## src/sv/ils_pkg.sv

```systemverilog
// Package with the shared types and codes of the indexed LIFO stack.
`default_nettype none

package ils_pkg;

  typedef enum logic [2:0] {
    OP_PUSH    = 3'd0,
    OP_POP     = 3'd1,
    OP_CHANGE  = 3'd2,
    OP_PEEK    = 3'd3,
    OP_DISPLAY = 3'd4,
    OP_CLEAR   = 3'd5
  } op_e;

  typedef enum logic [1:0] {
    ST_OK    = 2'd0,
    ST_FULL  = 2'd1,
    ST_EMPTY = 2'd2,
    ST_RANGE = 2'd3
  } status_e;

  typedef enum logic [1:0] {
    S_IDLE,
    S_PEEK,
    S_DISP
  } state_e;

  typedef struct packed {
    logic [2:0]  func;
    logic [31:0] data_in;
    logic [3:0]  position;
  } req_t;

  typedef struct packed {
    logic [31:0] data_out;
    logic [1:0]  status;
    logic [3:0]  depth_count;
    logic [3:0]  entry_number;
    logic        final_item;
  } rsp_t;

  // Commands from the controller to the datapath.
  typedef struct packed {
    logic    push;
    logic    pop;
    logic    change;
    logic    clear;
    logic    rd_peek;
    logic    rd_first;
    logic    rd_next;
    logic    emit;
    logic    emit_data;
    logic    emit_num;
    logic    emit_last;
    status_e emit_status;
  } cmd_t;

  // Conditions reported by the datapath to the controller.
  typedef struct packed {
    logic empty;
    logic full;
    logic pos_bad;
    logic disp_last;
  } stat_t;

endpackage

`default_nettype wire

```

## src/sv/indexed_lifo_stack.sv

```systemverilog
// Top level of the indexed LIFO stack.
//
// A request word (req_i: func, data_in, position) is taken at a rising edge
// where start is high and busy is low. Results come out on result_o, each one
// marked by result_valid_o for exactly one cycle; the receiver cannot stall.
// Push, pop, change, clear, unknown codes and every refused request give one
// result in the cycle after the request is taken, and busy stays low, so a
// new request can be taken every cycle.
// Peek gives its result through the result register and holds busy high for
// one cycle, because the stored word comes through the RAM's registered read
// port. Display of n stored words gives n results, one per cycle, through the
// RAM's registered read port and the result register, numbered from 1 at the
// top with final_item on the last; busy is high until the last word is handed
// to the result register, one RAM read per word.
// Each result reports a status code and the entry count after the request.
// Reset empties the stack; no result is given until a request is taken.
// Stored words have no reset and are read only after they were written.
`default_nettype none

module indexed_lifo_stack
  import ils_pkg::*;
#(
  parameter int DEPTH      = 8,
  parameter int WORD_WIDTH = 32
) (
  input  wire logic clk_i,
  input  wire logic rst_ni,
  input  wire logic start,
  output logic      busy,
  input  wire req_t req_i,
  output logic      result_valid_o,
  output rsp_t      result_o
);

  cmd_t  cmd;
  stat_t stat;

  ils_ctrl u_ctrl (
    .clk_i  (clk_i),
    .rst_ni (rst_ni),
    .start  (start),
    .func_i (req_i.func),
    .stat_i (stat),
    .busy   (busy),
    .cmd_o  (cmd)
  );

  ils_dp #(
    .DEPTH      (DEPTH),
    .WORD_WIDTH (WORD_WIDTH)
  ) u_dp (
    .clk_i          (clk_i),
    .rst_ni         (rst_ni),
    .req_i          (req_i),
    .cmd_i          (cmd),
    .stat_o         (stat),
    .result_valid_o (result_valid_o),
    .result_o       (result_o)
  );

endmodule

`default_nettype wire

```

## src/sv/ils_ram.sv

```systemverilog
// Generic single-write, single-read RAM with a registered read port.
`default_nettype none

module ils_ram #(
  parameter int WIDTH = 32,
  parameter int DEPTH = 8,
  localparam int AW = (DEPTH > 1) ? $clog2(DEPTH) : 1
) (
  input  wire logic             clk_i,
  input  wire logic             we_i,
  input  wire logic [AW-1:0]    waddr_i,
  input  wire logic [WIDTH-1:0] wdata_i,
  input  wire logic             re_i,
  input  wire logic [AW-1:0]    raddr_i,
  output logic      [WIDTH-1:0] rdata_o
);

  logic [WIDTH-1:0] mem_q [DEPTH];

  always_ff @(posedge clk_i) begin
    if (we_i) begin
      mem_q[waddr_i] <= wdata_i;
    end
    if (re_i) begin
      rdata_o <= mem_q[raddr_i];
    end
  end

endmodule

`default_nettype wire

```

## src/sv/ils_ctrl.sv

```systemverilog
// Controller state machine of the indexed LIFO stack.
`default_nettype none

module ils_ctrl
  import ils_pkg::*;
(
  input  wire logic       clk_i,
  input  wire logic       rst_ni,
  input  wire logic       start,
  input  wire logic [2:0] func_i,
  input  wire stat_t      stat_i,
  output logic            busy,
  output cmd_t            cmd_o
);

  state_e state_q, state_d;
  logic   accept;

  assign accept = start && (state_q == S_IDLE);
  assign busy   = (state_q != S_IDLE);

  always_comb begin
    state_d = state_q;
    case (state_q)
      S_IDLE: begin
        if (accept && !stat_i.empty && !stat_i.pos_bad && (op_e'(func_i) == OP_PEEK)) begin
          state_d = S_PEEK;
        end else if (accept && !stat_i.empty && (op_e'(func_i) == OP_DISPLAY)) begin
          state_d = S_DISP;
        end
      end
      S_PEEK: state_d = S_IDLE;
      S_DISP: begin
        if (stat_i.disp_last) begin
          state_d = S_IDLE;
        end
      end
      default: state_d = S_IDLE;
    endcase
  end

  always_comb begin
    cmd_o             = '0;
    cmd_o.emit_status = ST_OK;
    case (state_q)
      S_IDLE: begin
        if (accept) begin
          cmd_o.emit      = 1'b1;
          cmd_o.emit_last = 1'b1;
          case (op_e'(func_i))
            OP_PUSH: begin
              if (stat_i.full) begin
                cmd_o.emit_status = ST_FULL;
              end else begin
                cmd_o.push = 1'b1;
              end
            end
            OP_POP: begin
              if (stat_i.empty) begin
                cmd_o.emit_status = ST_EMPTY;
              end else begin
                cmd_o.pop = 1'b1;
              end
            end
            OP_CHANGE: begin
              if (stat_i.empty) begin
                cmd_o.emit_status = ST_EMPTY;
              end else if (stat_i.pos_bad) begin
                cmd_o.emit_status = ST_RANGE;
              end else begin
                cmd_o.change = 1'b1;
              end
            end
            OP_PEEK: begin
              if (stat_i.empty) begin
                cmd_o.emit_status = ST_EMPTY;
              end else if (stat_i.pos_bad) begin
                cmd_o.emit_status = ST_RANGE;
              end else begin
                // The word comes back from the RAM in the next cycle.
                cmd_o.emit    = 1'b0;
                cmd_o.rd_peek = 1'b1;
              end
            end
            OP_DISPLAY: begin
              if (stat_i.empty) begin
                cmd_o.emit_status = ST_EMPTY;
              end else begin
                cmd_o.emit     = 1'b0;
                cmd_o.rd_first = 1'b1;
              end
            end
            OP_CLEAR: begin
              if (stat_i.empty) begin
                cmd_o.emit_status = ST_EMPTY;
              end else begin
                cmd_o.clear = 1'b1;
              end
            end
            default: ;
          endcase
        end
      end
      S_PEEK: begin
        cmd_o.emit      = 1'b1;
        cmd_o.emit_data = 1'b1;
        cmd_o.emit_last = 1'b1;
      end
      S_DISP: begin
        cmd_o.emit      = 1'b1;
        cmd_o.emit_data = 1'b1;
        cmd_o.emit_num  = 1'b1;
        cmd_o.emit_last = stat_i.disp_last;
        cmd_o.rd_next   = !stat_i.disp_last;
      end
      default: ;
    endcase
  end

  always_ff @(posedge clk_i or negedge rst_ni) begin
    if (!rst_ni) begin
      state_q <= S_IDLE;
    end else begin
      state_q <= state_d;
    end
  end

  a_one_action: assert property (@(posedge clk_i) disable iff (!rst_ni)
    $onehot0({cmd_o.push, cmd_o.pop, cmd_o.change, cmd_o.clear,
              cmd_o.rd_peek, cmd_o.rd_first, cmd_o.rd_next}))
    else $error("more than one stack action in a cycle");

  a_peek_one_cycle: assert property (@(posedge clk_i) disable iff (!rst_ni)
    (state_q == S_PEEK) |=> (state_q == S_IDLE))
    else $error("peek did not return to idle");

  a_read_then_word: assert property (@(posedge clk_i) disable iff (!rst_ni)
    (cmd_o.rd_peek || cmd_o.rd_first || cmd_o.rd_next) |=> (cmd_o.emit && cmd_o.emit_data))
    else $error("RAM read not followed by a word");

endmodule

`default_nettype wire

```

## src/sv/ils_dp.sv

```systemverilog
// Datapath of the indexed LIFO stack: entry count, storage and result register.
`default_nettype none

module ils_dp
  import ils_pkg::*;
#(
  parameter int DEPTH      = 8,
  parameter int WORD_WIDTH = 32
) (
  input  wire logic  clk_i,
  input  wire logic  rst_ni,
  input  wire req_t  req_i,
  input  wire cmd_t  cmd_i,
  output stat_t      stat_o,
  output logic       result_valid_o,
  output rsp_t       result_o
);

  localparam int AW   = (DEPTH > 1) ? $clog2(DEPTH) : 1;
  localparam int CW   = $clog2(DEPTH + 1);
  localparam int CMPW = (CW > 4) ? CW : 4;

  logic [CW-1:0]         count_q, count_d;
  logic [CW-1:0]         ent_q, ent_d;
  logic                  valid_q;
  rsp_t                  out_q;
  logic [CMPW-1:0]       cnt_w, pos_w, ent_w;
  logic [AW-1:0]         pos_addr, waddr, raddr;
  logic                  we, re;
  logic [WORD_WIDTH-1:0] rdata;

  assign cnt_w = CMPW'(count_q);
  assign pos_w = CMPW'(req_i.position);
  assign ent_w = CMPW'(ent_q);

  assign stat_o.empty     = (count_q == '0);
  assign stat_o.full      = (count_q == CW'(DEPTH));
  assign stat_o.pos_bad   = (pos_w == '0) || (pos_w > cnt_w);
  assign stat_o.disp_last = (ent_q == count_q);

  // Position 1 is the top entry, which sits at address count - 1.
  assign pos_addr = AW'(cnt_w - pos_w);

  assign we    = cmd_i.push || cmd_i.change;
  assign waddr = cmd_i.push ? AW'(count_q) : pos_addr;
  assign re    = cmd_i.rd_peek || cmd_i.rd_first || cmd_i.rd_next;

  always_comb begin
    if (cmd_i.rd_peek) begin
      raddr = pos_addr;
    end else if (cmd_i.rd_first) begin
      raddr = AW'(cnt_w - CMPW'(1));
    end else begin
      raddr = AW'(cnt_w - ent_w - CMPW'(1));
    end
  end

  ils_ram #(
    .WIDTH (WORD_WIDTH),
    .DEPTH (DEPTH)
  ) u_ram (
    .clk_i   (clk_i),
    .we_i    (we),
    .waddr_i (waddr),
    .wdata_i (WORD_WIDTH'(req_i.data_in)),
    .re_i    (re),
    .raddr_i (raddr),
    .rdata_o (rdata)
  );

  always_comb begin
    count_d = count_q;
    if (cmd_i.push) begin
      count_d = count_q + CW'(1);
    end else if (cmd_i.pop) begin
      count_d = count_q - CW'(1);
    end else if (cmd_i.clear) begin
      count_d = '0;
    end
  end

  always_comb begin
    ent_d = ent_q;
    if (cmd_i.rd_first) begin
      ent_d = CW'(1);
    end else if (cmd_i.rd_next) begin
      ent_d = ent_q + CW'(1);
    end
  end

  always_ff @(posedge clk_i or negedge rst_ni) begin
    if (!rst_ni) begin
      count_q <= '0;
      ent_q   <= '0;
      valid_q <= 1'b0;
    end else begin
      count_q <= count_d;
      ent_q   <= ent_d;
      valid_q <= cmd_i.emit;
    end
  end

  always_ff @(posedge clk_i) begin
    if (cmd_i.emit) begin
      out_q.data_out     <= cmd_i.emit_data ? 32'(rdata) : '0;
      out_q.status       <= cmd_i.emit_status;
      out_q.depth_count  <= 4'(count_d);
      out_q.entry_number <= cmd_i.emit_num ? 4'(ent_q) : '0;
      out_q.final_item   <= cmd_i.emit_last;
    end
  end

  assign result_valid_o = valid_q;
  assign result_o       = out_q;

  a_count_bound: assert property (@(posedge clk_i) disable iff (!rst_ni)
    count_q <= CW'(DEPTH))
    else $error("entry count above capacity");

  a_push_not_full: assert property (@(posedge clk_i) disable iff (!rst_ni)
    cmd_i.push |-> !stat_o.full)
    else $error("push issued on a full stack");

  a_pop_count: assert property (@(posedge clk_i) disable iff (!rst_ni)
    cmd_i.pop |=> (count_q == $past(count_q) - CW'(1)))
    else $error("pop did not lower the count by one");

endmodule

`default_nettype wire

```

## config.mk

```make
export PLATFORM = sky130hd
export DESIGN_NAME = indexed_lifo_stack
export DESIGN_NICKNAME = d
export VERILOG_FILES = /design/src/sv/ils_pkg.sv /design/src/sv/indexed_lifo_stack.sv /design/src/sv/ils_ram.sv /design/src/sv/ils_ctrl.sv /design/src/sv/ils_dp.sv
export SDC_FILE = /design/constraint.sdc
export NUM_CORES = 1
export LEC_CHECK = 0
export BUFFER_PORTS_ARGS = -buffer_cell sky130_fd_sc_hd__buf_2
export CAP_MARGIN = 40
export CORE_MARGIN = 3
export CORE_UTILIZATION = 54
export DETAILED_ROUTE_END_ITERATION = 8
export GPL_TIMING_DRIVEN = 0
export PLACE_DENSITY = 0.71
export SLEW_MARGIN = 10
export SYNTH_ARGS = -nofsm -noshare
export SYNTH_HDL_FRONTEND = slang
export SYNTH_HIERARCHICAL = 1
export SYNTH_SLANG_ARGS = --single-unit
```

## constraint.sdc

```tcl
create_clock -name clk_i -period 4.75 [get_ports clk_i]
set_input_delay 0.475 -clock clk_i [delete_from_list [all_inputs] [get_ports clk_i]]
set_output_delay 0.475 -clock clk_i [all_outputs]
set_load 0.01 [all_outputs]
```

======== After elaboration in Yosys (flattened, before gate mapping) ========
Memories as Yosys holds them, arrays and structs flattened. A register that Yosys moved wholly into a read port is not among the register bits.
Index checks and enable logic that the tools add are counted.
word-level totals
  bits in writable memories ............... 256
  bits in read-only memories .............. 0
  word-level logic and storage cells ...... 93
  register bits ........................... 54
  bits in latches ......................... 0
  memories ................................ 1
memory list
  name              words  bits a word  rd ports  clocked after memory_dff  wr ports  RTL line       source
  u_dp.u_ram.mem_q  8      32           1         1                         1         ils_ram.sv:18  logic [WIDTH-1:0] mem_q [DEPTH];
operators by class
  reductions and logical operators ........ 23
  muxes and demuxes ....................... 42
  magnitude comparators ................... 1
  shift-type cells ........................ 0
  div/mod/pow operators ................... 0
  multipliers ............................. 0
  add/subtract/negate cells ............... 6
  bitwise gates (word level) .............. 0
  equality and inequality tests ........... 11
operators with widths
  cell                                                                   count
  1-bit 2-to-1 mux                                                       20
  4-bit 2-to-1 mux                                                       5
  2-bit 2-to-1 mux                                                       6
  3-bit 2-to-1 mux                                                       4
  6-bit 2-to-1 mux                                                       2
  4-bit by 1-bit adder with 4-bit output, second input constant          2
  4-bit logical NOT                                                      2
  3-bit by 2-bit equality test with 1-bit output, second input constant  2
  3-bit equality test, second input constant                             2
  2-bit case mux with 3 select lines                                     1
  3-bit subtractor                                                       2
  1-bit logical AND                                                      5
  4-bit equality test                                                    1
  4-bit equality test, second input constant                             1
  4-bit > comparator                                                     1
  1-bit logical OR                                                       4
  1-bit case mux with 2 select lines                                     2
  2-bit case mux with 2 select lines                                     1
  2-bit AND reduction                                                    2
  2-bit nonzero test                                                     2
  2-bit OR reduction                                                     2
  4-bit by 1-bit subtractor with 4-bit output, second input constant     1
  3-bit by 1-bit equality test with 1-bit output, second input constant  1
  1-bit logical NOT                                                      3
  other kinds (9)                                                        9

======== Depth between registers and ports, before layout ========
Gate-level depths: netlist (run 1).
  depth after elaboration ................. 10
  mapped depth ............................ 16

======== Hierarchy ========
The synthesis (run 1) kept the hierarchy.
by module, submodules not included
  module    area an instance (um^2)  times used  cells an instance  seq. area each (um^2)
  ils_ram   10786.6                  1           415                8648.3
  ils_dp    2402.3                   1           182                1516.5
  ils_ctrl  329.1                    1           44                 50.0

======== Worst setup path after synthesis (run 1) ========
No wires, ideal clock.
  path kind ............................... register to register
  from .................................... register u_dp.count_q[2] (netlist: u_dp/cnt_w[2])
  to ...................................... register u_dp.out_q (netlist bit u_dp/result_o[0]), enable pin
  slack ................................... -394 ps
  cell stages (with the launch flop) ...... 10
  arrival ................................. 4645 ps
  clock period less this slack ............ 5144 ps
  setup time .............................. 499 ps
  cell sequence ........................... dfrtp_1 -> buf_2 -> inv_1 -> ha_1 -> o21a_1 -> o21ai_0 -> o21ai_0 -> nand4bb_1 -> a211oi_1 -> nor3_1
RTL lines
  what                      RTL line      source
  start: declaration        ils_dp.sv:23  logic [CW-1:0] count_q, count_d;
  start signal: assignment  ils_dp.sv:97  count_q <= count_d;
  end: declaration          ils_dp.sv:26  rsp_t out_q;

==> flow_summary.yaml, run 1 <==
pwr:
  p_seq_share_pct: 38.6
  power_switching_uw: 3350
  clockPowerShare_pct: 23.4
  vdd_drop_max_mv: 0.305
  swShare_pct: 30.5
  p_per_area_mw_per_mm2: 694
  p_int_uw: 7620
  power_frac_comb_pct: 38.0
  p_leak_uw: 0.00549
run:
  drv_cap: 0
finish:
  diodes: 0
  drive_above_1_share_pct: 29.3
  layout.cells.non_filler: 1127
  areaGrowthSynthToFinish_pct: 16.9
  filler_cell_count: 1623
  final_nets: 838
  register_area_sq_mm: 0.0102
  stdcell_area_sq_mm: 0.0158
  multi_input_area_sq_mm: 0.00315
logic_synthesis:
  ys_warn_count: 6
  yosysTopAreaCellShare_pct: 73.5
  synth.avg_cell_area_sq_um: 21.1
  synth_top_flop_cell: "edfxtp_1"
  syn_nets: 700
  synth-seq-cells: 342
  async_flop_share_pct: 3.22
  synthTopCellsByArea: "edfxtp_1 74%, mux4_1 7.8%, mux4_2 4.0%"
  synth_area_sq_mm: 0.0135
  ys_seq_area_share_pct: 75.6
  yosysMostFrequentCell: "edfxtp_1"
  synth_edf_count: 331
  synthDistinctLibCells: 47
  synth_top_cell_by_area: "edfxtp_1"
  synth_cells: 641
  synthTopCellsByCount: "331 x edfxtp_1, 40 x mux4_1, 35 x and2_1, 32 x mux2_2, 24 x mux4_2"
drt:
  drtIter0Drc: 528
  vias_per_cell: 5.82
  drtAntennaViolNets: 0
  avgRoutedWirePerCell_um: 23.1
  remaining_drc_errors: 0
  finalWirelength_mm: 26.0
  first_pass_iters: 4
  num_vias: 6554
clock_network:
  clk_pin_slew_ns: 0.05
  cts_root_buf: "clkbuf_16"
  numCtsBuffers: 35
  tritoncts: "built"
  clock_path_buffers: 3
  worst_skew_pair.late_latency_ns: 0.52
  htree_levels: 2
  cts_num_sinks: 342
floorplan:
  row_count: 57
  pin_count: 87
  initial_core_util_pct: 55.3
  fp.dieArea_sq_mm: 0.0270
  die_w_um: 164
  die_height_um: 164
  fp.coreArea_sq_mm: 0.0245
global_route:
  grt_max_degree: 23
  grtUsageMet2_pct: 34.4
  grt_util_met1_pct: 25.8
  antenna_found_initial: 3
  grt_pass1_wl_mm: 39.7
  busiest_layer: "met2"
  met3_usage_pct: 3.81
  grt_pass1_vias: 6852
  track_usage_pct: 19.9
  grt_overflow_total: 0
sta:
  clock-skew-final_ns: 0.0226
  period_share_pct: 90.0
  relSlewSlack_pct: 41.0
  worstMarginPinSlew_ns: 0.883
  post-route-worst-setup-slack_ns: 0.476
  slew_violations: 0
  setup_viol: 0
  layout_min_cycle_time_ns: 4.27
  setup_tns_ns: 0
  max_freq_ghz: 0.234
  rsz0062_at_grt: "false"
  hold_viol: 0
setup_path:
  setup.worst_path.start_class: "register"
  crit_path_end_kind: "register"
  critical_path_class: "reg -> reg"
  crit_required_ns: 4.96
  worstPathArrival_ns: 4.48
  critPathMaxFanout: 20
placed_design:
  preCtsSetupSlack_ns: 0.0688
  dpl_cell_area_sq_mm: 0.0147
  gp_congestion: 0.836
  port_buffers: 85
  hpwl_mm: 16.2
  dp.cells: 1066
outcome:
  status: "finished, final reports clean"
worst_hold_path:
  hold_path.class: "in -> reg"
-- worst max-delay path, stage by stage, from the launching register on --
cell and delay (ns):
dfrtp_1 0.49, inv_1 0.21, ha_1 0.30, and3_1 0.23
nor4_1 0.52, clkbuf_1 0.42, mux2i_1 0.56, nand2_1 0.26
nor2_4 0.76, buf_16 0.24
-- sequential cells by signal, summed over array words and instances (netlist names) --
| signal | cells |
|---|---|
| u_dp/result_valid_o | 1 |
| u_dp/u_ram/rdata_o | 32 |
| u_dp/result_o | 43 |
| u_ctrl/state_q | 2 |
| u_dp/cnt_w | 4 |
| u_dp/ent_q | 4 |
| u_dp/u_ram/mem_q | 256 |
-- through the flow --
| stage | util [%] | hold WS, ns | total power, uW |
|---|---|---|---|
| global route | 64.6 | 0.222 | 11500 |
| floorplan | - | 0.179 | 7230 |
| detailed placement | 60.2 | 0.373 | 8510 |
| finish | 64.6 | 0.227 | 11000 |
| global placement | 58.7 | 0.363 | 8280 |
| CTS | 64.6 | 0.205 | 11100 |
-- logic make-up (layout without fill, tap and decap cells) --
logic type / after synthesis / count (layout) / share of synthesized area (%)
and+or+nand+nor: 101 / 101 / 4.32
adders and majority gates: 17 / 17 / 1.68
muxes: 100 / 100 / 14.7
DFF: 342 / 342 / 75.6
xor gates and xnor gates: 9 / 9 / 0.583
AOI/OAI and AO/OA: 31 / 31 / 1.45
buffers and inverters: 41 / 203 / 1.66
-- final timing paths --
kind                                         from                      end  slack, ns  depth (start not counted)
setup / recovery                    u_dp/cnt_w[1]  u_dp/u_ram/mem_q[3][30]       0.48                          9
hold / removal                          req_i[11]   u_dp/u_ram/mem_q[5][7]       0.23                          1
setup reg to reg                    u_dp/cnt_w[1]  u_dp/u_ram/mem_q[3][30]       0.48                          9
hold reg to reg            u_dp/u_ram/rdata_o[15]        u_dp/result_o[26]       0.52                          1
max in group asynchronous                  rst_ni      u_dp/result_valid_o       4.13                          2
min in group asynchronous                  rst_ni            u_dp/cnt_w[0]       0.39                          2
-- repair_timing --
| action | 4_1_cts | 5_1_grt |
|---|---|---|
| gates resized for setup | 0 | 1 |
| endpoints found under the setup margin | 0 | 32 |
| hold buffers | 1 | 0 |
| hold endpoints to repair | 11 | 0 |
| setup buffers | 0 | 0 |
-- cell type report --
| class | count | area share, % |
|---|---|---|
| Buffer | 25 | 1.04 |
| Clock buffer | 44 | 5.89 |
| Clock inverter | 17 | 0.926 |
| Inverter | 15 | 0.356 |
| Multi-Input combinational cell | 258 | 20.0 |
| Sequential cell | 342 | 64.6 |
| Tap cell | 324 | 2.56 |
| Timing Repair Buffer | 102 | 4.64 |
-- layout by cell type, fill, tap and decap left out, types with 3 or more instances in the layout --
cell type	instances
a211oi_1	4
a21oi_1	9
and2_1	35
buf_1	4
buf_12	3
buf_16	6
buf_2	94
buf_4	3
buf_6	8
buf_8	3
clkbuf_1	13
clkbuf_16	36
clkinv_1	8
clkinv_2	3
dfrtp_1	11
edfxtp_1	331
ha_1	15
inv_1	14
mux2_2	32
mux2i_1	4
mux4_1	40
mux4_2	24
nand2_1	9
nand2b_1	4
nor2_1	11
nor2_4	6
nor2b_1	4
nor3_1	5
nor4_1	3
o21ai_0	8
xnor2_1	4
xor2_1	5
-- layer usage --
metal / share of wire [%] / routed length [um]
met2: 52 / 13500
met4: 2.1 / 552
met5: 0.14 / 36
met3: 6.7 / 1740
met1: 39 / 10200
-- power groups by stage --
| stage | clock network [uW] | logic (uW) | registers (uW) |
|---|---|---|---|
| after global placement | 0 | 3970 | 4310 |
| final | 2570 | 4170 | 4230 |
| after global routing | 2750 | 4520 | 4280 |
| after CTS | 2630 | 4250 | 4240 |
| after floorplan | 0 | 2860 | 4380 |
| after detailed placement | 0 | 4210 | 4290 |
Power figures use the tool's default switching activity.
==> run 2, diff against run 1 <==
--- a/config.mk
+++ b/config.mk
@@ -7,11 +7,12 @@
 export LEC_CHECK = 0
 export BUFFER_PORTS_ARGS = -buffer_cell sky130_fd_sc_hd__buf_2
 export CAP_MARGIN = 40
+export CELL_PAD_IN_SITES_DETAIL_PLACEMENT = 1
+export CELL_PAD_IN_SITES_GLOBAL_PLACEMENT = 2
 export CORE_MARGIN = 3
-export CORE_UTILIZATION = 54
+export CORE_UTILIZATION = 43
 export DETAILED_ROUTE_END_ITERATION = 8
-export GPL_TIMING_DRIVEN = 0
-export PLACE_DENSITY = 0.71
+export PLACE_DENSITY = 0.72
 export SLEW_MARGIN = 10
 export SYNTH_ARGS = -nofsm -noshare
 export SYNTH_HDL_FRONTEND = slang
==> run 2 against run 1 <==
Compared with the run above:
- global-route usage shrank 2.9 points
- utilization shrank 13 points
- clock skew shrank 0.0089 ns
- critical path depth grew 2
- clock-buffer cell count shrank 1
- first-iteration DRC count shrank 28%
- worst setup slack gained 0.15 ns
- critical path type unchanged
- critical endpoint is now u_dp/u_ram/rdata_o[11]
- largest power group unchanged
==> flow_summary.yaml, run 2 (same netlist as run 1, synthesis figures left out) <==
pwr:
  vdd_drop_max_mv: 0.603
  power_switching_uw: 3340
  p_seq_share_pct: 38.9
  p_int_uw: 7610
  total_power_uw: 11000
  p_per_area_mw_per_mm2: 696
  p_leak_uw: 0.00545
  power_frac_comb_pct: 37.2
  swShare_pct: 30.5
  clockPowerShare_pct: 23.9
setup_path:
  crit_path_top_delay_cell: "mux4_1"
  r2r_cells: 11
  worstPathArrival_ns: 4.37
  critPathTopFamily: "compound AO/OA/AOI/OAI gates"
  crit_path_end_kind: "register"
  slowest_delay_ns: 0.63
  r2r-end: "u_dp/u_ram/rdata_o[11]"
  critPathMaxFanout: 44
  r2r_start: "u_dp/cnt_w[3]"
  path_cells: "inv_1, ha_1, a2111oi_0, o21ai_0, nand4bb_1, nor2_1, a211oi_1, a21oi_4, buf_12, mux4_1, mux2_2"
  rrSetupSlack_ns: 0.63
  critical_path_class: "reg -> reg"
  setup.worst_path.start_class: "register"
  path_buf_inv: 2
  crit_required_ns: 5.00
sta:
  worstMarginPinSlew_ns: 0.729
  period_share_pct: 86.7
  max_freq_ghz: 0.243
  slew_violations: 0
  layout_min_cycle_time_ns: 4.12
  holdWs_ns: 0.227
  rsz0062_at_grt: "false"
  hold_viol: 0
  setup_tns_ns: 0
  setup_viol: 0
  relSlewSlack_pct: 51.3
  clock-skew-final_ns: 0.0137
finish:
  final_nets: 825
  drive_above_1_share_pct: 29.6
  most-common-layout-cells: "331 x edfxtp_1, 87 x buf_2, 40 x mux4_1, 37 x clkbuf_16, 35 x and2_1"
  areaGrowthSynthToFinish_pct: 16.5
  final_util_pct: 51.2
  stdcell_area_sq_mm: 0.0157
  final_common_cell: "edfxtp_1"
  largest_reg_flops: 256
  top_register: "u_dp/u_ram/mem_q"
placed_design:
  dpl_cell_area_sq_mm: 0.0146
  port_buffers: 86
  gp_congestion: 0.771
  hpwl_mm: 15.9
drt:
  drtIter0Drc: 381
  first_pass_iters: 6
  remaining_drc_errors: 0
  num_vias: 6377
  vias_per_cell: 5.36
  finalWirelength_mm: 28.1
  drtAntennaViolNets: 0
  avgRoutedWirePerCell_um: 23.6
floorplan:
  initial_core_util_pct: 44.0
  pin_count: 87
  die_height_um: 183
  row_count: 64
  fp.coreArea_sq_mm: 0.0307
  fp.dieArea_sq_mm: 0.0336
  die_w_um: 183
clock_network:
  htree_levels: 2
  numCtsBuffers: 36
  clock_path_buffers: 3
  worst_skew_pair.late_latency_ns: 0.51
  cts_root_buf: "clkbuf_16"
  cts_num_sinks: 342
  clk_pin_slew_ns: 0.06
  tritoncts: "built"
outcome:
  status: "finished, final reports clean"
worst_hold_path:
  hold_path.class: "in -> reg"
  min_delay_path_depth: 1
  whs_endpoint: "u_dp/u_ram/mem_q[0][23]"
  worstHoldStart: "req_i[27]"
global_route:
  antenna_found_initial: 3
  grt_max_degree: 65
  grt_overflow_total: 0
  grt_pass1_wl_mm: 42.6
  grt_pass1_vias: 6979
  track_usage_pct: 17.0
run:
  drv_cap: 0
==> run 2: cell count changes in the layout (fill, tap and decap cells not counted), sizes merged <==
| cell | change |
|---|---|
| clkinv | +5 |
| diode | +1 |
| buf | -9 |
| clkbuf | -6 |
==> run 2: area by class of cell <==
class / count / area, sq um
Antenna cell: 1 / 2.50
Clock buffer: 43 / 948
Clock inverter: 22 / 160
Fill cell: 2780 / 15000
Inverter: 15 / 56.3
Multi-Input combinational cell: 258 / 3180
Sequential cell: 342 / 10200
Tap cell: 396 / 495
Timing Repair Buffer: 113 / 691
==> run 2: worst max path at each step <==
stage | from | to | slack (ns) | cells after the start
final | u_dp/cnt_w[3] | u_dp/u_ram/rdata_o[11] | 0.63 | 11
after global routing | u_dp/cnt_w[3] | u_dp/u_ram/rdata_o[24] | 0.33 | 11
after CTS | u_dp/cnt_w[3] | u_dp/u_ram/rdata_o[11] | 0.62 | 11
after detailed placement | req_i[1] | u_dp/u_ram/rdata_o[24] | 0.58 | 13
after global placement | req_i[1] | u_dp/u_ram/rdata_o[8] | 0.65 | 13
after floorplan | u_dp/cnt_w[1] | u_dp/u_ram/mem_q[4][0] | 0.05 | 9
==> run 2: routing by layer <==
metal | wire length [um] | track usage [%] | up-vias | share of wire (%)
met5 | 35 | 0 | - | 0.12
met4 | 430 | 3.96 | 6 | 1.5
met3 | 1250 | 3.57 | 39 | 4.5
met2 | 14500 | 30.3 | 137 | 52
met1 | 11900 | 21.4 | 3311 | 42
li1 | - | - | 2884 | -
==> run 2: what timing repair did <==
action / CTS / global route
resized for setup: 0 / 0
buffers inserted: 0 / 0
hold buffers: 1 / 0
endpoints found under the hold margin: 11 / 0
==> run 2: power by group through the flow <==
stage / clock (uW) / sequential (uW) / combinational [uW]
floorplan: 0 / 4380 / 2860
finish: 2620 / 4260 / 4080
global placement: 0 / 4300 / 4000
CTS: 2720 / 4270 / 4180
global route: 2840 / 4300 / 4440
detailed placement: 0 / 4320 / 4140
==> run 2: metrics by stage <==
step	worst slack, ns	instances
floorplan	0.0469	641
global placement	0.653	1121
detailed placement	0.582	1123
CTS	0.623	1189
global route	0.333	1189
finish	0.631	1190
==> run 3, diff against run 2 <==
--- a/config.mk
+++ b/config.mk
@@ -11,6 +11,7 @@
 export CELL_PAD_IN_SITES_GLOBAL_PLACEMENT = 2
 export CORE_MARGIN = 3
 export CORE_UTILIZATION = 43
+export CTS_CLUSTER_DIAMETER = 40
 export DETAILED_ROUTE_END_ITERATION = 8
 export PLACE_DENSITY = 0.72
 export SLEW_MARGIN = 10
==> constraint.sdc (replaced) <==
create_clock -name clk_i -period 4.75 [get_ports clk_i]
set_input_delay 0 -clock clk_i [delete_from_list [all_inputs] [get_ports clk_i]]
set_output_delay 0 -clock clk_i [all_outputs]
set_load 0.01 [all_outputs]
==> run 3 against run 2 <==
Compared with the run above:
- first-iteration DRC count is 12% higher
- clock power rose by 33%
- clock-buffer cell count is 3 higher
- clock skew grew 0.0070 ns
- critical path type unchanged
==> flow_summary.yaml, run 3 (same netlist as run 1, synthesis figures left out) <==
floorplan:
  fp.coreArea_sq_mm: 0.0307
  pin_count: 87
  die_height_um: 183
  row_count: 64
  initial_core_util_pct: 44.0
  fp.dieArea_sq_mm: 0.0336
  die_w_um: 183
setup_path:
  path_cells: "inv_1, ha_1, a2111oi_0, o21ai_0, nand4bb_1, nor2_1, buf_4, a211oi_1, a21oi_4, buf_12, mux4_1, mux2_2"
  r2r_start: "u_dp/cnt_w[3]"
  crit_path_start: "u_dp/cnt_w[3]"
  cp.depth: 12
  worstPathArrival_ns: 4.42
  setup.worst_path.start_class: "register"
  critical_path_class: "reg -> reg"
  crit_path_end: "u_dp/u_ram/rdata_o[14]"
  crit_required_ns: 5.03
  critPathTopFamily: "multiplexers"
  critPathMaxFanout: 64
  slowest_delay_ns: 0.63
  crit_path_top_delay_cell: "mux4_1"
  path_buf_inv: 3
  crit_path_end_kind: "register"
  r2r-end: "u_dp/u_ram/rdata_o[14]"
  rrSetupSlack_ns: 0.61
  r2r_cells: 12
global_route:
  grt_pass1_wl_mm: 44.0
  antenna_found_initial: 0
  grt_pass1_vias: 7264
  grt_max_degree: 65
  grt_overflow_total: 0
  track_usage_pct: 17.4
finish:
  filler_cell_count: 2751
  top_register: "u_dp/u_ram/mem_q"
  largest_reg_flops: 256
  most-common-layout-cells: "331 x edfxtp_1, 87 x buf_2, 45 x clkbuf_16, 42 x dlygate4sd3_1, 40 x mux4_1"
  areaGrowthSynthToFinish_pct: 23.0
  drive_above_1_share_pct: 30.3
  diodes: 0
  layout.cells.non_filler: 1240
  final_common_cell: "edfxtp_1"
  final_nets: 869
worst_hold_path:
  hold_path.class: "in -> reg"
sta:
  relSlewSlack_pct: 49.4
  hold_viol: 0
  setup_viol: 0
  rsz0062_at_grt: "false"
  clock-skew-final_ns: 0.0207
  post-route-worst-setup-slack_ns: 0.608
  layout_min_cycle_time_ns: 4.14
  max_freq_ghz: 0.241
  worstMarginPinSlew_ns: 0.758
  slew_violations: 0
  setup_tns_ns: 0
  period_share_pct: 87.2
  holdWs_ns: 0.245
drt:
  drtAntennaViolNets: 0
  drtIter0Drc: 426
  avgRoutedWirePerCell_um: 23.2
  first_pass_iters: 4
  num_vias: 6610
  vias_per_cell: 5.33
  remaining_drc_errors: 0
  finalWirelength_mm: 28.8
pwr:
  vdd_drop_max_mv: 0.530
  p_per_area_mw_per_mm2: 708
  p_leak_uw: 0.00582
placed_design:
  port_buffers: 86
  preCtsSetupSlack_ns: 0.634
  dp.cells: 1118
  gp_congestion: 0.806
  hpwl_mm: 15.8
run:
  drv_cap: 0
clock_network:
  cts_num_sinks: 342
  cts_setup_buffers: 0
  htree_levels: 2
  worst_skew_pair.late_latency_ns: 0.53
  clk_pin_slew_ns: 0.06
  cts_root_buf: "clkbuf_16"
  tritoncts: "built"
  clock_path_buffers: 3
  numCtsBuffers: 44
outcome:
  status: "finished, final reports clean"
==> run 3: worst min-delay path: stages <==
cell and delay [ns]:
buf_2 0.10, or4_1 0.10, o21ai_0 0.15, o21ai_0 0.21, nor3_1 0.05
==> run 3: metrics by stage <==
| step | total power, uW | utilization, % | cell area [sq um] |
|---|---|---|---|
| finish | 11800 | 54.1 | 16600 |
| global route | 12400 | 54.1 | 16600 |
| CTS | 12000 | 54.1 | 16600 |
| detailed placement | 8370 | 47.6 | 14600 |
| global placement | 8250 | 47.6 | 14600 |
| floorplan | 7230 | - | 13500 |
==> run 3: power breakdown <==
group | internal [uW] | switching (uW)
sequential | 4080 | 166
combinational | 1970 | 2070
clock | 2200 | 1290
==> run 3: worst min-delay path by stage <==
stage	startpoint	endpoint	slack, ns	depth (start not counted)
global route	req_i[17]	u_dp/u_ram/mem_q[5][13]	0.27	2
CTS	req_i[2]	u_dp/result_o[10]	0.19	5
global placement	rst_ni	u_dp/result_valid_o	-0.10	1
finish	req_i[2]	u_dp/result_o[10]	0.24	5
detailed placement	rst_ni	u_dp/result_valid_o	-0.09	1
floorplan	rst_ni	u_ctrl/state_q[0]	-0.30	0
==> run 3: what timing repair did <==
action,4_1_cts,5_1_grt
hold buffers,42,0
endpoints found under the hold margin,272,0
gates resized for setup,0,0
==> run 3: cell type report <==
class	count	area, sq um	share of cell area (%)
sequential	342	10200	61.4
multi-input combinational	258	3180	19.1
clock buffer	46	1130	6.80
timing repair buffer	149	1110	6.65
tap	396	495	2.98
clock inverter	34	447	2.69
inverter	15	56.3	0.339
==> run 3: routing by layer <==
layer  track usage (%)  wire length, um  vias up
li1                  -                -     2979
met1              22.2            11800     3412
met2              31.0            14800      173
met3              3.11             1620       46
met4              4.81              562        0
met5                 0                0        -
